`src/sv/ptt_pkg.sv`:
```
// shared types, widths and constants of the pan/tilt target tracker
package ptt_pkg;

  // frame size in pixels
  localparam int FRAME_W = 640;
  localparam int FRAME_H = 480;

  // field widths
  localparam int X_W    = 10;
  localparam int Y_W    = 9;
  localparam int LIM_W  = 10;
  localparam int GAIN_W = 16;
  localparam int STEP_W = 8;
  localparam int CELL_W = 4;
  localparam int ADDR_W = 3;
  localparam int DATA_W = 16;

  // fixed point: positions Q10.8, gains Q0.16
  localparam int FRAC_W   = 8;
  localparam int POS_W    = LIM_W + FRAC_W;
  localparam int ERR_W    = 11;
  localparam int DIFF_W   = ERR_W + 1;
  localparam int PROD_P_W = GAIN_W + 1 + ERR_W;
  localparam int PROD_D_W = GAIN_W + 1 + DIFF_W;
  localparam int PD_W     = PROD_D_W + 1;
  localparam int SUM_W    = PD_W - FRAC_W + 2;

  // grid thresholds, compared against 3*x and 3*y
  localparam int TRIPLE_W = 13;
  localparam int HALF_W   = 12;

  // row and column codes
  localparam logic [1:0] BAND_LO  = 2'd0;
  localparam logic [1:0] BAND_MID = 2'd1;
  localparam logic [1:0] BAND_HI  = 2'd2;
  localparam logic [CELL_W-1:0] CELL_LAST = CELL_W'(8);

  // register indexes
  localparam logic [ADDR_W-1:0] REG_PROP_GAIN  = 3'd0;
  localparam logic [ADDR_W-1:0] REG_DERIV_GAIN = 3'd1;
  localparam logic [ADDR_W-1:0] REG_TILT_MIN   = 3'd2;
  localparam logic [ADDR_W-1:0] REG_TILT_MAX   = 3'd3;
  localparam logic [ADDR_W-1:0] REG_PAN_MIN    = 3'd4;
  localparam logic [ADDR_W-1:0] REG_PAN_MAX    = 3'd5;
  localparam logic [ADDR_W-1:0] REG_NUDGE_STEP = 3'd6;

  // register reset values
  localparam logic [GAIN_W-1:0] PROP_GAIN_RST  = 16'd131;
  localparam logic [GAIN_W-1:0] DERIV_GAIN_RST = 16'd39;
  localparam logic [LIM_W-1:0]  TILT_MIN_RST   = 10'd250;
  localparam logic [LIM_W-1:0]  TILT_MAX_RST   = 10'd480;
  localparam logic [LIM_W-1:0]  PAN_MIN_RST    = 10'd365;
  localparam logic [LIM_W-1:0]  PAN_MAX_RST    = 10'd700;
  localparam logic [STEP_W-1:0] NUDGE_STEP_RST = 8'd25;

  // position reset values, Q10.8
  localparam logic [POS_W-1:0] TILT_POS_RST = POS_W'(365 * 256);
  localparam logic [POS_W-1:0] PAN_POS_RST  = POS_W'(512 * 256);

  typedef struct packed {
    logic [X_W-1:0] ball_x;
    logic [Y_W-1:0] ball_y;
  } item_t;

  typedef struct packed {
    logic [LIM_W-1:0]  tilt_position;
    logic [LIM_W-1:0]  pan_position;
    logic [CELL_W-1:0] grid_cell;
  } result_t;

  // what one axis does for the current word
  typedef struct packed {
    logic centre;
    logic inc;
    logic dec;
  } axis_cmd_t;

endpackage

```
`src/sv/ptt_axis.sv`:
```
// one servo axis: position and previous error, nudge or pd update with clamp
module ptt_axis (
  input  logic                       clk,
  input  logic                       rst,
  input  logic                       en,
  input  ptt_pkg::axis_cmd_t         cmd,
  input  logic [ptt_pkg::ERR_W-1:0]  err,
  input  logic [ptt_pkg::GAIN_W-1:0] prop_gain,
  input  logic [ptt_pkg::GAIN_W-1:0] deriv_gain,
  input  logic [ptt_pkg::LIM_W-1:0]  lim_lo,
  input  logic [ptt_pkg::LIM_W-1:0]  lim_hi,
  input  logic [ptt_pkg::STEP_W-1:0] nudge_step,
  input  logic [ptt_pkg::POS_W-1:0]  pos_rst,
  output logic [ptt_pkg::LIM_W-1:0]  position_next
);
  import ptt_pkg::*;

  localparam logic signed [PD_W-1:0] PD_HALF = PD_W'(1 << (FRAC_W - 1));

  logic [POS_W-1:0]              pos;
  logic [POS_W-1:0]              pos_next;
  logic signed [ERR_W-1:0]       prev_err;
  logic signed [ERR_W-1:0]       prev_err_next;
  logic signed [ERR_W-1:0]       err_s;
  logic signed [DIFF_W-1:0]      diff;
  logic signed [PROD_P_W-1:0]    prod_p;
  logic signed [PROD_D_W-1:0]    prod_d;
  logic signed [PD_W-1:0]        pd_biased;
  logic signed [SUM_W-1:0]       term;
  logic signed [SUM_W-1:0]       delta;
  logic signed [SUM_W-1:0]       sum;
  logic signed [SUM_W-1:0]       q_lo;
  logic signed [SUM_W-1:0]       q_hi;

  assign err_s  = $signed(err);
  assign diff   = DIFF_W'(err_s) - DIFF_W'(prev_err);
  assign prod_p = $signed({1'b0, prop_gain}) * PROD_P_W'(err_s);
  assign prod_d = $signed({1'b0, deriv_gain}) * PROD_D_W'(diff);

  // round to Q.8, halves toward plus infinity: floor((s + 128) / 256)
  assign pd_biased = PD_W'(prod_p) + PD_W'(prod_d) + PD_HALF;
  assign term      = SUM_W'($signed(pd_biased[PD_W-1:FRAC_W]));

  assign q_lo = $signed(SUM_W'({lim_lo, FRAC_W'(0)}));
  assign q_hi = $signed(SUM_W'({lim_hi, FRAC_W'(0)}));

  always_comb begin
    if (cmd.centre) begin
      delta = term;
    end else if (cmd.inc) begin
      delta = $signed(SUM_W'({nudge_step, FRAC_W'(0)}));
    end else if (cmd.dec) begin
      delta = -$signed(SUM_W'({nudge_step, FRAC_W'(0)}));
    end else begin
      delta = '0;
    end
    sum = $signed(SUM_W'(pos)) + delta;

    // only a moved axis is clamped; max wins over min
    if (!(cmd.centre || cmd.inc || cmd.dec)) begin
      pos_next = pos;
    end else if (sum > q_hi) begin
      pos_next = q_hi[POS_W-1:0];
    end else if (sum < q_lo) begin
      pos_next = q_lo[POS_W-1:0];
    end else begin
      pos_next = sum[POS_W-1:0];
    end

    prev_err_next = cmd.centre ? err_s : '0;
  end

  assign position_next = pos_next[POS_W-1:FRAC_W];

  always_ff @(posedge clk) begin
    if (rst) begin
      pos      <= pos_rst;
      prev_err <= '0;
    end else if (en) begin
      pos      <= pos_next;
      prev_err <= prev_err_next;
    end
  end

endmodule

```
`src/sv/pan_tilt_target_tracker.sv`:
```
// pan/tilt target tracker top level: grid decode, config registers, result register
// a word taken on item is registered into result and shows there in the cycle after it is taken
// throughput: one word per cycle; item_ready is high whenever the result register is
// empty or is being taken in the same cycle
// reset (rst, synchronous): registers go to their defaults, tilt to 365.0, pan to
// 512.0, stored errors to zero, result register empties
module pan_tilt_target_tracker (
  input  logic                       clk,
  input  logic                       rst,
  input  logic                       item_valid,
  output logic                       item_ready,
  input  ptt_pkg::item_t             item,
  output logic                       result_valid,
  input  logic                       result_ready,
  output ptt_pkg::result_t           result,
  input  logic                       cfg_valid,
  output logic                       cfg_ready,
  input  logic [ptt_pkg::ADDR_W-1:0] cfg_addr,
  input  logic [ptt_pkg::DATA_W-1:0] cfg_wdata
);
  import ptt_pkg::*;

  localparam logic [TRIPLE_W-1:0] X_LO_LIM = TRIPLE_W'(FRAME_W);
  localparam logic [TRIPLE_W-1:0] X_HI_LIM = TRIPLE_W'(2 * FRAME_W);
  localparam logic [TRIPLE_W-1:0] Y_LO_LIM = TRIPLE_W'(FRAME_H);
  localparam logic [TRIPLE_W-1:0] Y_HI_LIM = TRIPLE_W'(2 * FRAME_H);
  localparam logic [HALF_W-1:0]   X_HALF   = HALF_W'(FRAME_W / 2);
  localparam logic [HALF_W-1:0]   Y_HALF   = HALF_W'(FRAME_H / 2);

  logic [GAIN_W-1:0] prop_gain;
  logic [GAIN_W-1:0] deriv_gain;
  logic [LIM_W-1:0]  tilt_min;
  logic [LIM_W-1:0]  tilt_max;
  logic [LIM_W-1:0]  pan_min;
  logic [LIM_W-1:0]  pan_max;
  logic [STEP_W-1:0] nudge_step;

  logic                 accept;
  logic [TRIPLE_W-1:0]  x3;
  logic [TRIPLE_W-1:0]  y3;
  logic [1:0]           col;
  logic [1:0]           row;
  logic                 centre;
  logic signed [HALF_W-1:0] ex;
  logic signed [HALF_W-1:0] ey;
  axis_cmd_t            tilt_cmd;
  axis_cmd_t            pan_cmd;
  logic [LIM_W-1:0]     tilt_next;
  logic [LIM_W-1:0]     pan_next;
  result_t              result_next;

  assign cfg_ready  = 1'b1;
  assign item_ready = !result_valid || result_ready;
  assign accept     = item_valid && item_ready;

  // grid: compare 3*coord against the frame size to avoid dividing
  assign x3 = (TRIPLE_W'(item.ball_x) << 1) + TRIPLE_W'(item.ball_x);
  assign y3 = (TRIPLE_W'(item.ball_y) << 1) + TRIPLE_W'(item.ball_y);

  always_comb begin
    if (x3 <= X_LO_LIM) begin
      col = BAND_LO;
    end else if (x3 >= X_HI_LIM) begin
      col = BAND_HI;
    end else begin
      col = BAND_MID;
    end
    if (y3 <= Y_LO_LIM) begin
      row = BAND_LO;
    end else if (y3 >= Y_HI_LIM) begin
      row = BAND_HI;
    end else begin
      row = BAND_MID;
    end
  end

  assign centre = (row == BAND_MID) && (col == BAND_MID);

  assign ex = $signed(X_HALF) - $signed(HALF_W'(item.ball_x));
  assign ey = $signed(Y_HALF) - $signed(HALF_W'(item.ball_y));

  // x error drives tilt, y error drives pan; top row raises tilt, left column raises pan
  assign tilt_cmd.centre = centre;
  assign tilt_cmd.inc    = (row == BAND_LO);
  assign tilt_cmd.dec    = (row == BAND_HI);
  assign pan_cmd.centre  = centre;
  assign pan_cmd.inc     = (col == BAND_LO);
  assign pan_cmd.dec     = (col == BAND_HI);

  ptt_axis u_tilt (
    .clk          (clk),
    .rst          (rst),
    .en           (accept),
    .cmd          (tilt_cmd),
    .err          (ex[ERR_W-1:0]),
    .prop_gain    (prop_gain),
    .deriv_gain   (deriv_gain),
    .lim_lo       (tilt_min),
    .lim_hi       (tilt_max),
    .nudge_step   (nudge_step),
    .pos_rst      (TILT_POS_RST),
    .position_next(tilt_next)
  );

  ptt_axis u_pan (
    .clk          (clk),
    .rst          (rst),
    .en           (accept),
    .cmd          (pan_cmd),
    .err          (ey[ERR_W-1:0]),
    .prop_gain    (prop_gain),
    .deriv_gain   (deriv_gain),
    .lim_lo       (pan_min),
    .lim_hi       (pan_max),
    .nudge_step   (nudge_step),
    .pos_rst      (PAN_POS_RST),
    .position_next(pan_next)
  );

  assign result_next.tilt_position = tilt_next;
  assign result_next.pan_position  = pan_next;
  assign result_next.grid_cell     = (CELL_W'(row) << 1) + CELL_W'(row) + CELL_W'(col);

  always_ff @(posedge clk) begin
    if (rst) begin
      result_valid <= 1'b0;
    end else if (accept) begin
      result_valid <= 1'b1;
    end else if (result_ready) begin
      result_valid <= 1'b0;
    end
  end

  always_ff @(posedge clk) begin
    if (accept) begin
      result <= result_next;
    end
  end

  always_ff @(posedge clk) begin
    if (rst) begin
      prop_gain  <= PROP_GAIN_RST;
      deriv_gain <= DERIV_GAIN_RST;
      tilt_min   <= TILT_MIN_RST;
      tilt_max   <= TILT_MAX_RST;
      pan_min    <= PAN_MIN_RST;
      pan_max    <= PAN_MAX_RST;
      nudge_step <= NUDGE_STEP_RST;
    end else if (cfg_valid && cfg_ready) begin
      unique case (cfg_addr)
        REG_PROP_GAIN:  prop_gain  <= cfg_wdata[GAIN_W-1:0];
        REG_DERIV_GAIN: deriv_gain <= cfg_wdata[GAIN_W-1:0];
        REG_TILT_MIN:   tilt_min   <= cfg_wdata[LIM_W-1:0];
        REG_TILT_MAX:   tilt_max   <= cfg_wdata[LIM_W-1:0];
        REG_PAN_MIN:    pan_min    <= cfg_wdata[LIM_W-1:0];
        REG_PAN_MAX:    pan_max    <= cfg_wdata[LIM_W-1:0];
        REG_NUDGE_STEP: nudge_step <= cfg_wdata[STEP_W-1:0];
        default: begin
        end
      endcase
    end
  end

endmodule

```
`config.mk`:
```
export PLATFORM = sky130hd
export DESIGN_NAME = pan_tilt_target_tracker
export DESIGN_NICKNAME = d
export VERILOG_FILES = /design/src/sv/ptt_pkg.sv /design/src/sv/ptt_axis.sv /design/src/sv/pan_tilt_target_tracker.sv
export SDC_FILE = /design/constraint.sdc
export NUM_CORES = 2
export LEC_CHECK = 0
export ABC_AREA = 0
export BUFFER_PORTS_ARGS = -buffer_cell sky130_fd_sc_hd__buf_4
export CORE_MARGIN = 2
export CORE_UTILIZATION = 35
export DETAILED_ROUTE_END_ITERATION = 12
export PLACE_DENSITY = 0.52
export SLEW_MARGIN = 20
export SYNTH_ARGS = -nofsm -noshare
export SYNTH_HDL_FRONTEND = slang
export SYNTH_HIERARCHICAL = 1
export SYNTH_SLANG_ARGS = --single-unit
```
`constraint.sdc`:
```
create_clock -name clk -period 14.9 [get_ports clk]
set_input_delay 0.745 -clock clk [delete_from_list [all_inputs] [get_ports clk]]
set_output_delay 0.745 -clock clk [all_outputs]
set_load 0.01 [all_outputs]
```
-- Word-level counts from Yosys, hierarchy flattened
Cells that the tools add are included.
- register bits: 163
- latch bits: 0
- RAM bits: 0
- bits in read-only memories: 0
- input port bits: 43
- memories kept: 0
- add/sub/neg operators: 15
- $mul: 4
- divide/modulo/power cells: 0
- order comparisons: 8
- eq/ne operators: 10
- shifts and indexed selects: 0
- muxes and demuxes: 20
- bitwise logic cells: 0
- reduce and logical (&&, ||, !) cells: 21
- operators with widths (cell ; number):
    2-to-1 mux 24 bit ; 6
    2-to-1 mux 18 bit ; 6
    adder 30 x 9 -> 30 bit, second input constant ; 2
    multiplier 17 x 12 -> 29 bit ; 2
    adder 19 x 24 -> 24 bit ; 2
    greater-than comparator 24 x 19 -> 1 bit ; 2
    < comparator 24 x 19 -> 1 bit ; 2
    adder 27 x 29 -> 30 bit ; 1
    adder 28 x 29 -> 30 bit ; 1
    multiplier 17 x 11 -> 28 bit ; 1
    multiplier 17 x 10 -> 27 bit ; 1
    negation 16 -> 24 bit ; 1
    2-to-1 mux 11 bit ; 2
    AND reduction 2 bit ; 9
    adder 11 x 10 -> 12 bit ; 1
    greater-or-equal comparator 12 x 11 -> 1 bit, second input constant ; 1
    <= comparator 12 x 10 -> 1 bit, second input constant ; 1
    subtractor 10 x 11 -> 12 bit ; 1
    subtractor 11 x 11 -> 12 bit ; 1
    adder 10 x 9 -> 11 bit ; 1
    greater-or-equal comparator 11 x 10 -> 1 bit, second input constant ; 1
    <= comparator 11 x 9 -> 1 bit, second input constant ; 1
    subtractor 9 x 10 -> 11 bit, first input constant ; 1
    subtractor 8 x 9 -> 10 bit, first input constant ; 1
    other kinds (15) ; 30

-- Depth between registers and ports, before layout
- depth after elaboration: 13
- mapped depth: 58
- mapped depth without buffers: 57

-- Modules after synthesis
The synthesis kept the hierarchy.
- modules (own cells, without submodules) (module ; times used ; cells each ; area an instance (sq um)):
    ptt_axis (u_tilt) ; 1 ; 1943 ; 16659.7
    ptt_axis (u_pan) ; 1 ; 1961 ; 16397.0
    pan_tilt_target_tracker ; 1 ; 579 ; 5207.5

-- Worst setup path before layout
No wires, ideal clock.
- path type: input to register
- start point: input item[1] in the netlist's numbering
- end point: register u_pan.pos[10], data pin
- library setup time: 0.259 ns
- arrival time: 12.036 ns
- data required time: 14.641 ns
- slack: 2.605 ns
- stages: 51
- buffers on the path: 2
- path through: inv_1 -> ha_1 -> fa_1 -> a21o_1 -> a21oi_1 -> o21bai_1 -> a21oi_1 -> o21bai_1 -> a21oi_1 -> o21bai_1 -> a21oi_1 -> xnor2_1 -> clkbuf_1 -> nand2_1 -> fa_1 -> fa_1 -> inv_1 -> fa_1 -> [15 not listed] -> a2111oi_1 -> o21ai_0 -> o22ai_1 -> o21bai_1 -> a21oi_1 -> o21ai_0 -> xor2_1 -> ha_1 -> a21oi_1 -> nor2b_1 -> o21ai_0 -> nand2b_1 -> a211oi_1 -> nand2_1 -> o21ai_1 -> buf_2 -> a22oi_1 -> a211o_1
- RTL lines (what ; line ; source):
    from (decl) ; pan_tilt_target_tracker.sv:12 ; input ptt_pkg::item_t item,
    subtractor 8 x 9 -> 10 bit (*) ; pan_tilt_target_tracker.sv:80 ; assign ey = $signed(Y_HALF) - $signed(HALF_W'(item.ball_y));
    net ey[1] ; pan_tilt_target_tracker.sv:45 ; logic signed [HALF_W-1:0] ey;
    subtractor 10 x 11 -> 12 bit ; ptt_axis.sv:36 ; assign diff = DIFF_W'(err_s) - DIFF_W'(prev_err);
    multiplier 17 x 12 -> 29 bit ; ptt_axis.sv:38 ; assign prod_d = $signed({1'b0, deriv_gain}) * PROD_D_W'(diff);
    adder 27 x 29 -> 30 bit (*) ; ptt_axis.sv:41 ; assign pd_biased = PD_W'(prod_p) + PD_W'(prod_d) + PD_HALF;
    adder 30 x 9 -> 30 bit (*) ; ptt_axis.sv:41 ;
    2-to-1 mux 24 bit (*) ; ptt_axis.sv:48 ; if (cmd.centre) begin
    adder 19 x 24 -> 24 bit (*) ; ptt_axis.sv:57 ; sum = $signed(SUM_W'(pos)) + delta;
    < comparator 24 x 19 -> 1 bit ; ptt_axis.sv:64 ; end else if (sum < q_lo) begin
    2-to-1 mux 18 bit ; ptt_axis.sv:64 ;
    2-to-1 mux 18 bit (*) ; ptt_axis.sv:62 ; end else if (sum > q_hi) begin
    2-to-1 mux 18 bit (*) ; ptt_axis.sv:60 ; if (!(cmd.centre || cmd.inc || cmd.dec)) begin
    to (signal assigned) ; ptt_axis.sv:77 ; pos <= pos_rst;
    to (signal assigned) ; ptt_axis.sv:80 ; pos <= pos_next;
    to (decl) ; ptt_axis.sv:20 ; logic [POS_W-1:0] pos;
Mark *: on every way through the listed nets, which the timed path passes. The rest lies on a longest branch.
A chain may end at the register's enable or synchronous reset.

-- Worst setup path in the final report
- start point: input item[0] in the netlist's numbering
- end point: register result[13] in the netlist's numbering, data pin
- RTL lines (what ; line ; source):
    subtractor 8 x 9 -> 10 bit (*) ; pan_tilt_target_tracker.sv:80 ;
    net ey[1] ; pan_tilt_target_tracker.sv:45 ;
    subtractor 10 x 11 -> 12 bit ; ptt_axis.sv:36 ;
    multiplier 17 x 12 -> 29 bit ; ptt_axis.sv:38 ;
    adder 27 x 29 -> 30 bit (*) ; ptt_axis.sv:41 ;
    adder 30 x 9 -> 30 bit (*) ; ptt_axis.sv:41 ;
    2-to-1 mux 24 bit (*) ; ptt_axis.sv:48 ;
    adder 19 x 24 -> 24 bit (*) ; ptt_axis.sv:57 ;
    < comparator 24 x 19 -> 1 bit ; ptt_axis.sv:64 ;
    2-to-1 mux 18 bit ; ptt_axis.sv:64 ;
    2-to-1 mux 18 bit (*) ; ptt_axis.sv:62 ;
    2-to-1 mux 18 bit (*) ; ptt_axis.sv:60 ;
    net pan_next[9] ; pan_tilt_target_tracker.sv:49 ; logic [LIM_W-1:0] pan_next;
    to (signal assigned) ; pan_tilt_target_tracker.sv:136 ; result <= result_next;
    to (decl) ; pan_tilt_target_tracker.sv:15 ; output ptt_pkg::result_t result,
Marks and branches as above.

==> run metrics <==
Post-synth EDFFs=60; Yosys cell types=116; Core Footprint=0.109 mm²; worst-skew pair later-pin latency=0.50 ns; vias per inst=5.02; # DRC=0; Tcrit/Tclk final=93.7%; final hold violations=0; Gate Count Post-Synth=4,483; Setup Skew=0.0211 ns; # Max-Cap Violations=0; CTS tree=yes; Layout Nets=5,582; final worst setup slack=0.941 ns; hold_buf cts=0; hpwl dp=89,800 µm; FMAX=71.6 MHz; unrepaired setup endpoints after global routing=no; fin. max-slew vios=0; post-CTS repair timing setup buffer count=0; worst-margin pin slew=1.08 ns; Max-slew headroom=27.2%; vias in the first global route=30,700; dominant synthesized flop cell=dfxtp_1; via count=29,800; CP top delay family=adder cells; fillers=11,200; crit-path max FO=20; antenna viol nets, final=0; most used cell, CP=a21oi_1; post-CTS sizing=0; DRT Pass-1 Iters=6; worst setup path class=in -> reg; Area Overhead vs Synth=7.68%; critical path buffer and inverter count=5; Req. time, crit path=15.12 ns; first-pass GRT wire length=181,000 µm; Die Width=335 µm; total CTS buffers=17; Reg-to-Reg End=result[13]; Final setup viols=0; Die Ht=335 µm; total congestion overflow=0; Ports=70; CTS clk-pin slew, worst paths=0.08 ns; R2R cell count=47; CP endpoint=result[13]; outcome=completed; Worst EP arrival=14.18 ns; overall routing resource usage=20.9%; full die area=0.112 mm²; total length of routed wires=114,000 µm; R2R Setup Slk=1.36 ns; # clock sinks=163; flops & latches, synth=163; min Tclk post-route=13.96 ns; ys async rst share=0%; Port Buffers=68; Mean Syn Cell Area=8.54 µm²; Root Buffer=clkbuf_16; Crit. Startpoint=item[0]; Crit. path cell count=48; maximum number of pins on one net before global-route repair=69; layout cells sized above 1=6.16%; pre-CTS setup slack=0.575 ns; H-tree depth=4; RR Startpoint=u_pan/prev_err[0]; Crit-path slowest cell=nand3_1; startpoint class of the critical path=input pin; Post-Syn Area=0.0383 mm²; Worst Hold Class=reg -> reg; synth warn=6; part of the Yosys area used for sequential elements=10.1%; initial antenna violation count=4; Initial Utilization=35.2%; setup_tns=0 ns; WL per Instance=19.2 µm; critical path capture point type=flip-flop; Max clock buf depth=2; routability cong.=0.878; FP Rows=121; DR iter-0 viols=2,069; Max stage delay on crit path=0.70 ns
[kinds of logic (layout without fill, tap and decap cells)]
group           Yosys count  after routing  synth area share [%]
xor+xnor                116            116                  2.71
other cells               2             39                0.0196
flops                   163            163                  10.1
mux                      11             11                 0.304
buf+inv                1093           1087                  10.9
simple gates           1440           1440                  18.3
fa+ha+maj              1040           1040                  46.6
compound gates          618            618                  11.1
[synthesized netlist by cell type, types with 14 or more instances]
| master | number | area (µm²) |
|---|---|---|
| nor3_1 | 43 | 215 |
| o21a_1 | 16 | 120 |
| clkbuf_1 | 171 | 642 |
| inv_1 | 900 | 3380 |
| nor2_1 | 140 | 526 |
| a21oi_1 | 212 | 1060 |
| o211ai_1 | 16 | 120 |
| o21bai_1 | 15 | 113 |
| nor2b_1 | 28 | 175 |
| fa_1 | 644 | 12900 |
| nand4_1 | 16 | 100 |
| nand3_1 | 64 | 320 |
| o21ai_0 | 78 | 390 |
| o31ai_1 | 33 | 248 |
| a21o_1 | 44 | 330 |
| nand2_1 | 704 | 2640 |
| xnor2_1 | 73 | 639 |
| and2_1 | 219 | 1370 |
| o21ai_1 | 16 | 80.1 |
| a22o_1 | 16 | 140 |
| nand3b_1 | 31 | 233 |
| nand2b_1 | 100 | 626 |
| ha_1 | 396 | 4950 |
| edfxtp_1 | 60 | 1800 |
| or3_1 | 14 | 87.6 |
| a211oi_1 | 17 | 128 |
| dfxtp_1 | 103 | 2060 |
| xor2_1 | 41 | 359 |
[final cells by class]
class	instances	area, µm²	share of cell area (%)
well taps	1414	1770	4.29
inverters	901	3380	8.21
clock inverters	11	90.1	0.219
repair buffers	154	1160	2.81
flip-flops and latches	163	3860	9.38
multi-input cells	3262	30500	73.9
clock buffers	21	472	1.14
diodes	2	5.00	0.0121
[state kept, by name (all words and copies together), names as in the netlist, 10 cells and up]
signal / count
deriv_gain: 16
u_pan/pos: 18
pan_max: 10
prop_gain: 16
u_tilt/pos: 18
tilt_min: 10
tilt_max: 10
u_tilt/prev_err: 11
result: 24
u_pan/prev_err: 11
pan_min: 10
[per-layer routing]
metal | global-route usage, % | part of all wire (%)
met5 | 0 | 0.037
met3 | 3.98 | 5.8
met4 | 5.17 | 2.2
met2 | 33.1 | 45
met1 | 29.5 | 47
[stage by stage]
stage | cells | hold WS [ns] | utilization (%) | area, µm²
2_1_floorplan | 4518 | 0.436 | - | 38400
3_3_place_gp | 5894 | 0.443 | 37.4 | 40600
3_5_place_dp | 5894 | 0.447 | 37.4 | 40600
4_1_cts | 5926 | 0.454 | 37.9 | 41200
5_1_grt | 5927 | 0.481 | 37.9 | 41200
6_report | 5928 | 0.457 | 37.9 | 41200
[worst min path at each step]
stage	endpoint	startpoint	cells past startpoint	slack, ns
after floorplan	tilt_max[9]	tilt_max[9]	2	0.44
after global routing	result_valid	item_valid	3	0.48
final	prop_gain[3]	prop_gain[3]	2	0.46
after detailed placement	prop_gain[3]	prop_gain[3]	2	0.45
after CTS	result_valid	item_valid	3	0.45
after global placement	prop_gain[3]	prop_gain[3]	2	0.44
[cell usage in the layout, fill, tap and decap left out, types with 18 or more instances in the layout]
cell type	instances
xor2_1	40
clkbuf_16	18
o21ai_0	77
a21oi_1	211
nor3_1	39
and2_1	218
xnor2_1	65
nand2b_1	100
nor2b_1	28
nand3b_1	31
inv_1	900
nand2_1	704
ha_1	396
edfxtp_1	60
conb_1	37
buf_4	154
nand3_1	64
dfxtp_1	103
o31ai_1	33
nor2_1	140
fa_1	644
a21o_1	44
[tightest hold or removal path, stage by stage, from the launching register on]
cell and delay (ns):
dfxtp_1 0.31, nand2_1 0.05, a21oi_1 0.05
Power is not shown: default switching activity piles up to over one toggle a cycle in this logic, so the estimate is an artifact.
